<file path="src/plcr_pkg.sv">
// shared types, constants and helpers of the piecewise linear color ramp
package plcr_pkg;

    // stop table geometry
    localparam int STOPS         = 4;
    localparam int HW_STOP_REGS  = 4;
    localparam int STOP_LIM      = (STOPS < HW_STOP_REGS) ? STOPS : HW_STOP_REGS;
    localparam int STOP_W        = 48;
    localparam int POS_W         = 16;
    localparam int CHAN_W        = 8;
    localparam int FRAC_W        = 16;

    // divider pipeline shape
    localparam int DIV_BITS_PER_STAGE = 2;
    localparam int DIV_STAGES         = FRAC_W / DIV_BITS_PER_STAGE;

    // configuration register indexes
    localparam logic [2:0] CFG_STOP_COUNT = 3'd0;
    localparam logic [2:0] CFG_STOP_0     = 3'd1;
    localparam logic [2:0] CFG_STOP_3     = 3'd4;

    // configuration reset values
    localparam logic [2:0]        RST_STOP_COUNT = 3'd2;
    localparam logic [STOP_W-1:0] RST_STOP_0     = 48'h0000_0000_00FF;
    localparam logic [STOP_W-1:0] RST_STOP_1     = 48'h0100_FFFF_FFFF;
    localparam logic [STOP_W-1:0] RST_STOP_2     = 48'h0;
    localparam logic [STOP_W-1:0] RST_STOP_3     = 48'h0;

    // sideband that travels with an item through the divider
    typedef struct packed {
        logic       interp;
        logic [1:0] idx;
    } t_side;

    // color channel of a packed stop, 0 red .. 3 alpha
    function automatic logic [CHAN_W-1:0] stop_chan(input logic [STOP_W-1:0] s,
                                                    input logic [1:0] c);
        logic [CHAN_W-1:0] ch;
        case (c)
            2'd0:    ch = s[31:24];
            2'd1:    ch = s[23:16];
            2'd2:    ch = s[15:8];
            default: ch = s[7:0];
        endcase
        return ch;
    endfunction

endpackage

</file>
<file path="src/piecewise_linear_color_ramp_unit.sv">
// top level of the piecewise linear color ramp: stop search, divider and channel lerp
//
//  channel   valid / ready                payload
//  input     i_valid / o_ready            i_value (signed Q8.8)
//  output    o_valid / i_ready            o_red, o_green, o_blue, o_alpha
//  config    i_cfg_valid / o_cfg_ready    i_cfg_index, i_cfg_data
//
// one transaction per clock sustained while the output is not stalled; 13 register
// stages: input, stop search, segment subtract, 8 divider stages (2 quotient bits
// each), channel multiply, channel add. every stage has its own valid bit and loads
// when empty or draining, so bubbles close up under an output stall.
// synchronous active-low reset clears valid bits and loads the default stops.
module piecewise_linear_color_ramp_unit
    import plcr_pkg::*;
#(
    parameter int N_STOPS = STOPS
)
(
    input  logic                i_clk,
    input  logic                i_rst_n,
    input  logic                i_valid,
    output logic                o_ready,
    input  logic signed [15:0]  i_value,
    output logic                o_valid,
    input  logic                i_ready,
    output logic [7:0]          o_red,
    output logic [7:0]          o_green,
    output logic [7:0]          o_blue,
    output logic [7:0]          o_alpha,
    input  logic                i_cfg_valid,
    output logic                o_cfg_ready,
    input  logic [2:0]          i_cfg_index,
    input  logic [STOP_W-1:0]   i_cfg_data
);

    // active stops can never exceed the stop registers
    localparam int ACT_STOPS = (N_STOPS < HW_STOP_REGS) ? N_STOPS : HW_STOP_REGS;

    // configuration registers
    logic [2:0]              r_stop_count;
    logic [STOP_W-1:0]       r_stop [HW_STOP_REGS];
    logic [1:0]              n_stop_sel;

    // pipeline registers
    logic                    r_v1, r_v2, r_v3, r_v4, r_v5;
    logic signed [POS_W-1:0] r1_value, r2_value;
    t_side                   r2_side, r3_side, r4_side;
    logic [POS_W-1:0]        r3_num, r3_den;
    logic signed [25:0]      r4_prod [4];
    logic [CHAN_W-1:0]       r5_chan [4];

    logic                    w_take1, w_take2, w_take3, w_take4, w_take5;
    logic                    w_div_ready, w_div_valid;
    logic [FRAC_W-1:0]       w_div_frac;
    t_side                   w_div_side;

    logic signed [POS_W-1:0] w_pos [HW_STOP_REGS];
    logic [2:0]              w_cnt;
    t_side                   n2_side;
    logic [1:0]              w_from3;
    logic [POS_W-1:0]        n3_num, n3_den;
    logic [1:0]              w_from4;
    logic signed [25:0]      n4_prod [4];
    logic [1:0]              w_from5;
    logic [CHAN_W-1:0]       n5_chan [4];

    // configuration port, always ready
    assign o_cfg_ready = 1'b1;
    assign n_stop_sel  = 2'(i_cfg_index - CFG_STOP_0);

    always_ff @(posedge i_clk) begin
        if (!i_rst_n) begin
            r_stop_count <= RST_STOP_COUNT;
            r_stop[0]    <= RST_STOP_0;
            r_stop[1]    <= RST_STOP_1;
            r_stop[2]    <= RST_STOP_2;
            r_stop[3]    <= RST_STOP_3;
        end else if (i_cfg_valid) begin
            if (i_cfg_index == CFG_STOP_COUNT) begin
                r_stop_count <= i_cfg_data[2:0];
            end else if (i_cfg_index >= CFG_STOP_0 && i_cfg_index <= CFG_STOP_3) begin
                r_stop[n_stop_sel] <= i_cfg_data;
            end
        end
    end

    // stop positions and saturated active count
    always_comb begin
        for (int k = 0; k < HW_STOP_REGS; k++) begin
            w_pos[k] = signed'(r_stop[k][47:32]);
        end
        if (r_stop_count == 3'd0) begin
            w_cnt = 3'd1;
        end else if (r_stop_count > 3'(ACT_STOPS)) begin
            w_cnt = 3'(ACT_STOPS);
        end else begin
            w_cnt = r_stop_count;
        end
    end

    // ready chain, a stage loads when empty or when it drains
    assign w_take5 = !r_v5 || i_ready;
    assign w_take4 = !r_v4 || w_take5;
    assign w_take3 = !r_v3 || w_div_ready;
    assign w_take2 = !r_v2 || w_take3;
    assign w_take1 = !r_v1 || w_take2;
    assign o_ready = w_take1;

    // stop search: clamp below first stop, first stop at or above value, else last
    always_comb begin
        logic found;
        found          = 1'b0;
        n2_side.interp = 1'b0;
        n2_side.idx    = 2'(w_cnt - 3'd1);
        if (r1_value < w_pos[0]) begin
            n2_side.idx = 2'd0;
        end else begin
            for (int i = 1; i < HW_STOP_REGS; i++) begin
                if (!found && i < int'(w_cnt) && w_pos[i] >= r1_value) begin
                    found       = 1'b1;
                    n2_side.idx = 2'(i);
                    if (r1_value != w_pos[i] && w_pos[i] > w_pos[i-1]) begin
                        n2_side.interp = 1'b1;
                    end
                end
            end
        end
    end

    // segment numerator and denominator, both fit 16 bits unsigned
    assign w_from3 = r2_side.idx - 2'd1;
    assign n3_num  = r2_value - w_pos[w_from3];
    assign n3_den  = w_pos[r2_side.idx] - w_pos[w_from3];

    // fraction divider
    plcr_divider u_div (
        .i_clk   (i_clk),
        .i_rst_n (i_rst_n),
        .i_valid (r_v3),
        .o_ready (w_div_ready),
        .i_num   (r3_num),
        .i_den   (r3_den),
        .i_side  (r3_side),
        .o_valid (w_div_valid),
        .i_ready (w_take4),
        .o_frac  (w_div_frac),
        .o_side  (w_div_side)
    );

    // channel multiply: (to - from) * frac
    assign w_from4 = w_div_side.idx - 2'd1;
    always_comb begin
        logic signed [8:0] diff;
        for (int c = 0; c < 4; c++) begin
            diff = signed'({1'b0, stop_chan(r_stop[w_div_side.idx], 2'(c))})
                 - signed'({1'b0, stop_chan(r_stop[w_from4], 2'(c))});
            n4_prod[c] = diff * signed'({1'b0, w_div_frac});
        end
    end

    // channel add: from + floor(product / 65536), or the stop color directly
    assign w_from5 = r4_side.idx - 2'd1;
    always_comb begin
        for (int c = 0; c < 4; c++) begin
            if (r4_side.interp) begin
                n5_chan[c] = stop_chan(r_stop[w_from5], 2'(c)) + r4_prod[c][23:16];
            end else begin
                n5_chan[c] = stop_chan(r_stop[r4_side.idx], 2'(c));
            end
        end
    end

    // valid bits
    always_ff @(posedge i_clk) begin
        if (!i_rst_n) begin
            r_v1 <= 1'b0;
            r_v2 <= 1'b0;
            r_v3 <= 1'b0;
            r_v4 <= 1'b0;
            r_v5 <= 1'b0;
        end else begin
            if (w_take1) r_v1 <= i_valid;
            if (w_take2) r_v2 <= r_v1;
            if (w_take3) r_v3 <= r_v2;
            if (w_take4) r_v4 <= w_div_valid;
            if (w_take5) r_v5 <= r_v4;
        end
    end

    // payload
    always_ff @(posedge i_clk) begin
        if (w_take1) begin
            r1_value <= i_value;
        end
        if (w_take2) begin
            r2_value <= r1_value;
            r2_side  <= n2_side;
        end
        if (w_take3) begin
            r3_num  <= n3_num;
            r3_den  <= n3_den;
            r3_side <= r2_side;
        end
        if (w_take4) begin
            r4_prod <= n4_prod;
            r4_side <= w_div_side;
        end
        if (w_take5) begin
            r5_chan <= n5_chan;
        end
    end

    assign o_valid = r_v5;
    assign o_red   = r5_chan[0];
    assign o_green = r5_chan[1];
    assign o_blue  = r5_chan[2];
    assign o_alpha = r5_chan[3];

    // input stalls only behind a result that is waiting
    a_stall_from_output: assert property (@(posedge i_clk) disable iff (!i_rst_n)
        !o_ready |-> (o_valid && !i_ready))
        else $error("input stalled without a waiting result");

    // an interpolated segment never starts before stop zero
    a_interp_idx: assert property (@(posedge i_clk) disable iff (!i_rst_n)
        (r_v2 && r2_side.interp) |-> (r2_side.idx != 2'd0))
        else $error("interpolation selected with stop zero as segment end");

    // saturated stop count stays in range
    a_count_range: assert property (@(posedge i_clk) disable iff (!i_rst_n)
        (w_cnt >= 3'd1) && (w_cnt <= 3'(ACT_STOPS)))
        else $error("active stop count out of range");

endmodule

</file>
<file path="src/plcr_divider.sv">
// pipelined restoring divider giving an unsigned Q0.16 fraction num/den, num < den
module plcr_divider
    import plcr_pkg::*;
(
    input  logic                i_clk,
    input  logic                i_rst_n,
    input  logic                i_valid,
    output logic                o_ready,
    input  logic [POS_W-1:0]    i_num,
    input  logic [POS_W-1:0]    i_den,
    input  t_side               i_side,
    output logic                o_valid,
    input  logic                i_ready,
    output logic [FRAC_W-1:0]   o_frac,
    output t_side               o_side
);

    logic [DIV_STAGES-1:0] r_vld;
    logic [POS_W-1:0]      r_rem  [DIV_STAGES];
    logic [POS_W-1:0]      r_den  [DIV_STAGES];
    logic [FRAC_W-1:0]     r_quo  [DIV_STAGES];
    t_side                 r_side [DIV_STAGES];

    logic [DIV_STAGES:0]   w_take;
    logic [POS_W-1:0]      n_rem  [DIV_STAGES];
    logic [FRAC_W-1:0]     n_quo  [DIV_STAGES];

    logic [DIV_STAGES-1:0] w_vld_in;
    logic [POS_W-1:0]      w_rem_in  [DIV_STAGES];
    logic [POS_W-1:0]      w_den_in  [DIV_STAGES];
    logic [FRAC_W-1:0]     w_quo_in  [DIV_STAGES];
    t_side                 w_side_in [DIV_STAGES];

    // per-stage ready chain, a stage loads when empty or when it drains
    always_comb begin
        w_take[DIV_STAGES] = i_ready;
        for (int k = DIV_STAGES - 1; k >= 0; k--) begin
            w_take[k] = !r_vld[k] || w_take[k+1];
        end
    end

    assign o_ready = w_take[0];

    // what each stage sees at its input: the port for the first, else the stage before
    always_comb begin
        w_vld_in[0]  = i_valid;
        w_rem_in[0]  = i_num;
        w_den_in[0]  = i_den;
        w_quo_in[0]  = '0;
        w_side_in[0] = i_side;
        for (int k = 1; k < DIV_STAGES; k++) begin
            w_vld_in[k]  = r_vld[k-1];
            w_rem_in[k]  = r_rem[k-1];
            w_den_in[k]  = r_den[k-1];
            w_quo_in[k]  = r_quo[k-1];
            w_side_in[k] = r_side[k-1];
        end
    end

    // two shift-subtract steps per stage
    always_comb begin
        logic [POS_W-1:0]  rem;
        logic [POS_W-1:0]  den;
        logic [FRAC_W-1:0] quo;
        logic [POS_W:0]    t;
        for (int k = 0; k < DIV_STAGES; k++) begin
            rem = w_rem_in[k];
            den = w_den_in[k];
            quo = w_quo_in[k];
            for (int b = 0; b < DIV_BITS_PER_STAGE; b++) begin
                t = {rem, 1'b0};
                if (t >= {1'b0, den}) begin
                    rem = POS_W'(t - {1'b0, den});
                    quo = {quo[FRAC_W-2:0], 1'b1};
                end else begin
                    rem = t[POS_W-1:0];
                    quo = {quo[FRAC_W-2:0], 1'b0};
                end
            end
            n_rem[k] = rem;
            n_quo[k] = quo;
        end
    end

    // stage valid bits
    always_ff @(posedge i_clk) begin
        if (!i_rst_n) begin
            r_vld <= '0;
        end else begin
            for (int k = 0; k < DIV_STAGES; k++) begin
                if (w_take[k]) begin
                    r_vld[k] <= w_vld_in[k];
                end
            end
        end
    end

    // stage payload
    always_ff @(posedge i_clk) begin
        for (int k = 0; k < DIV_STAGES; k++) begin
            if (w_take[k]) begin
                r_rem[k]  <= n_rem[k];
                r_quo[k]  <= n_quo[k];
                r_den[k]  <= w_den_in[k];
                r_side[k] <= w_side_in[k];
            end
        end
    end

    assign o_valid = r_vld[DIV_STAGES-1];
    assign o_frac  = r_quo[DIV_STAGES-1];
    assign o_side  = r_side[DIV_STAGES-1];

endmodule
</file>
<file path="config.mk">
export PLATFORM = sky130hd
export DESIGN_NAME = piecewise_linear_color_ramp_unit
export DESIGN_NICKNAME = d
export VERILOG_FILES = /design/src/plcr_pkg.sv /design/src/piecewise_linear_color_ramp_unit.sv /design/src/plcr_divider.sv
export SDC_FILE = /design/constraint.sdc
export NUM_CORES = 2
export LEC_CHECK = 0
export BUFFER_PORTS_ARGS = -buffer_cell sky130_fd_sc_hd__buf_2
export CORE_UTILIZATION = 30
export DETAILED_ROUTE_END_ITERATION = 10
export SYNTH_ARGS = -nofsm -noshare
export SYNTH_HDL_FRONTEND = slang
export SYNTH_SLANG_ARGS = --single-unit
</file>
<file path="constraint.sdc">
create_clock -name i_clk -period 8.6 [get_ports i_clk]
set_input_delay 1.72 -clock i_clk [delete_from_list [all_inputs] [get_ports i_clk]]
set_output_delay 1.72 -clock i_clk [all_outputs]
set_load 0.03 [all_outputs]
</file>
==> impl_metrics.yaml <==
status:
  status: "complete, no violations"
synth:
  avgSynthCellArea_um2: 10.73
  yosys_warnings: 0
  synth_edf_count: 649
  synth_top_area_cell: "edfxtp_1"
  ys_async_sr_fraction: 0
  yosys.area.top_type_share: 0.3122
  syn-cell-area_um2: 62430
  syn_nets: 6974
  synthCells: 5817
  ys_top_cells_by_area: "edfxtp_1 (31%), ha_1 (14%), fa_1 (13%)"
  yosysSeqAreaShare: 0.3180
  yosysUniqueCellTypes: 96
  synth-main-ff-cell: "edfxtp_1"
  yosys_register_bits: 667
worst_hold_path:
  min_path_type: "flip-flop to flip-flop"
  hold_depth: 0
cells_and_area:
  areaGrowthSynthToFinish_pct: 10.79
  n_fill_cell: 20710
  nets: 7073
  layout_common_cells: "ha_1 (675), edfxtp_1 (649), inv_1 (632), and2_1 (469), fa_1 (410)"
  final_core_util: 0.3343
  multiInputGateArea_um2: 39520
  final_common_cell: "ha_1"
  register_area_um2: 19850
  layout.cells.non_filler: 8686
  drive_gt1_frac: 0.1136
timing:
  finalCritPeriodShare: 0.9454
  slew_viol_final: 0
  fin_worst_skew_ns: 0.03378
  worstMarginPinSlew_ns: 1.167
  fin_crit_ns: 8.130
  slew_headroom: 0.2197
  finalHoldViolations: 0
  setup-violations-final: 0
  max_freq_mhz: 123.0
setup_path:
  cp-end-kind: "flip-flop"
  required_ns: 9.01
  critical_path_class: "flip-flop to flip-flop"
  critPathMaxStageDelay_ns: 0.55
  slowest_stage: "fa_1"
  r2r_cells: 30
  cp.arrival_ns: 8.54
  crit_path_start_kind: "flip-flop"
  cp_max_fo: 16
  critPathMostFrequentCell: "fa_1"
clocking:
  htreeDepth: 3
  clk_path_buf_depth: 3
  cts-buffers-inserted: 76
  cts_hold_buf: 0
  root_buffer: "clkbuf_16"
  path_clk_slew_ns: 0.06
  clkLatencyLatePin_ns: 0.68
  cts_tree: "built"
  cts_sinks: 667
placement:
  portBuffers: 105
  dp.cells: 8538
  dp_hpwl_mm: 122.2
  gp_congestion: 0.8937
route:
  drc: 0
  via_count: 43500
  first_pass_iters: 5
  drt-total-wl_mm: 155.3
  drt_iter0_markers: 2490
  ant_nets: 0
  wl_per_cell_um: 17.88
  viasPerCell: 5.008
floorplan:
  die_w_um: 458.2
  initial_core_util: 0.3018
  coreArea_um2: 206900
  die_h_um: 458.2
  dieArea_um2: 209900
  rows: 167
  io_pins: 107
global_routing:
  grt_max_degree: 49
  grt_first_pass_wirelength_mm: 247.6
  grt_pass1_vias: 44290
  overflow: 0
  grt_use_total: 0.1472
  antenna_found_initial: 18
run:
  maxCapViolations: 0
==> cells in the mapped netlist, drive strengths merged (24+ instances only) <==
library cell and instances:
a211oi 24, a21o 110, a21oi 277, and2 469, buf 38, clkbuf 152
edfxtp 649, fa 410, ha 675, inv 635, mux2 131, mux4 149
nand2 335, nand2b 156, nand3 55, nand4 57, nor2 307, nor2b 56
nor3 82, nor4 25, o211ai 37, o21a 76, o21ai 214, o21bai 50
or2 29, or3 63, xnor2 205, xor2 83
==> final timing paths <==
path                                                     from                      endpoint  slack, ns
worst min-delay path             u_div.r_quo[1][25]$_DFFE_PP_  u_div.r_quo[1][43]$_DFFE_PP_       0.40
worst max-delay path            u_div.r_side[1][10]$_DFFE_PP_         r4_prod[75]$_DFFE_PP_       0.47
worst max register to register  u_div.r_side[1][10]$_DFFE_PP_         r4_prod[75]$_DFFE_PP_       0.47
worst min register to register   u_div.r_quo[1][25]$_DFFE_PP_  u_div.r_quo[1][43]$_DFFE_PP_       0.40
==> area by class of cell <==
| class | instances | share of cell area |
|---|---|---|
| inverters | 637 | 0.03457 |
| repair buffers | 211 | 0.01968 |
| clock inverters | 49 | 0.008232 |
| multi-input cells | 4323 | 0.5715 |
| well taps | 2704 | 0.04892 |
| diodes | 6 | 0.0002171 |
| flip-flops and latches | 667 | 0.2870 |
| clock buffers | 89 | 0.02987 |
==> registers in the layout, summed over array words and instances (netlist names), 16 cells and up, named ones only <==
signal	count
r3_num	16
r1_value	16
r2_value	16
u_div.r_side	24
u_div.r_rem	112
r_stop	192
r3_den	16
u_div.r_quo	72
u_div.r_den	112
r4_prod	32
==> critical path, delay by kind of cell (launching register included) <==
family,cells,cell delay (ns)
xor gates and xnor gates,1,0.10
muxes,1,0.51
buffers and inverters,6,0.67
adders and majority gates,7,2.97
and+or+nand+nor,5,0.86
DFF,1,0.35
AOI/OAI and AO/OA,10,2.41
==> timing repair <==
| item | in CTS | in global routing |
|---|---|---|
| setup endpoints to repair | 0 | 7 |
| setup buffers | 0 | 4 |
| gates resized for setup | 0 | 12 |
| hold endpoints to repair | 0 | 0 |
==> through the flow <==
stage / hold slack [ns] / setup TNS [ns] / worst slack [ns] / instance area [µm²]
2_1_floorplan: 0.4003 / 0 / 0.1772 / 62430
3_3_place_gp: 0.4007 / 0 / 0.4112 / 66430
3_5_place_dp: 0.4045 / 0 / 0.3897 / 66430
4_1_cts: 0.4012 / 0 / 0.3187 / 69060
5_1_grt: 0.4127 / -0.02227 / -0.02227 / 69160
6_report: 0.4009 / 0 / 0.4697 / 69160
==> layer usage <==
metal,global-route usage,vias up,share of wire
met5,0,-,0.00010
met4,0.04848,2,0.029
met3,0.01427,214,0.034
met2,0.2577,900,0.49
met1,0.1893,21720,0.44
li1,-,20670,-
==> kinds of logic after synthesis <==
family / count (synthesis) / share of synthesized area
buffers and inverters: 827 / 0.05073
AOI/OAI and AO/OA: 963 / 0.1005
and+or+nand+nor: 1689 / 0.1424
adders and majority gates: 1085 / 0.2668
DFF: 667 / 0.3180
other: 1 / 0.00006007
xor gates and xnor gates: 288 / 0.04041
muxes: 297 / 0.08113
Power is not shown: default switching activity piles up to over one toggle a cycle in this logic, so the estimate is an artifact.
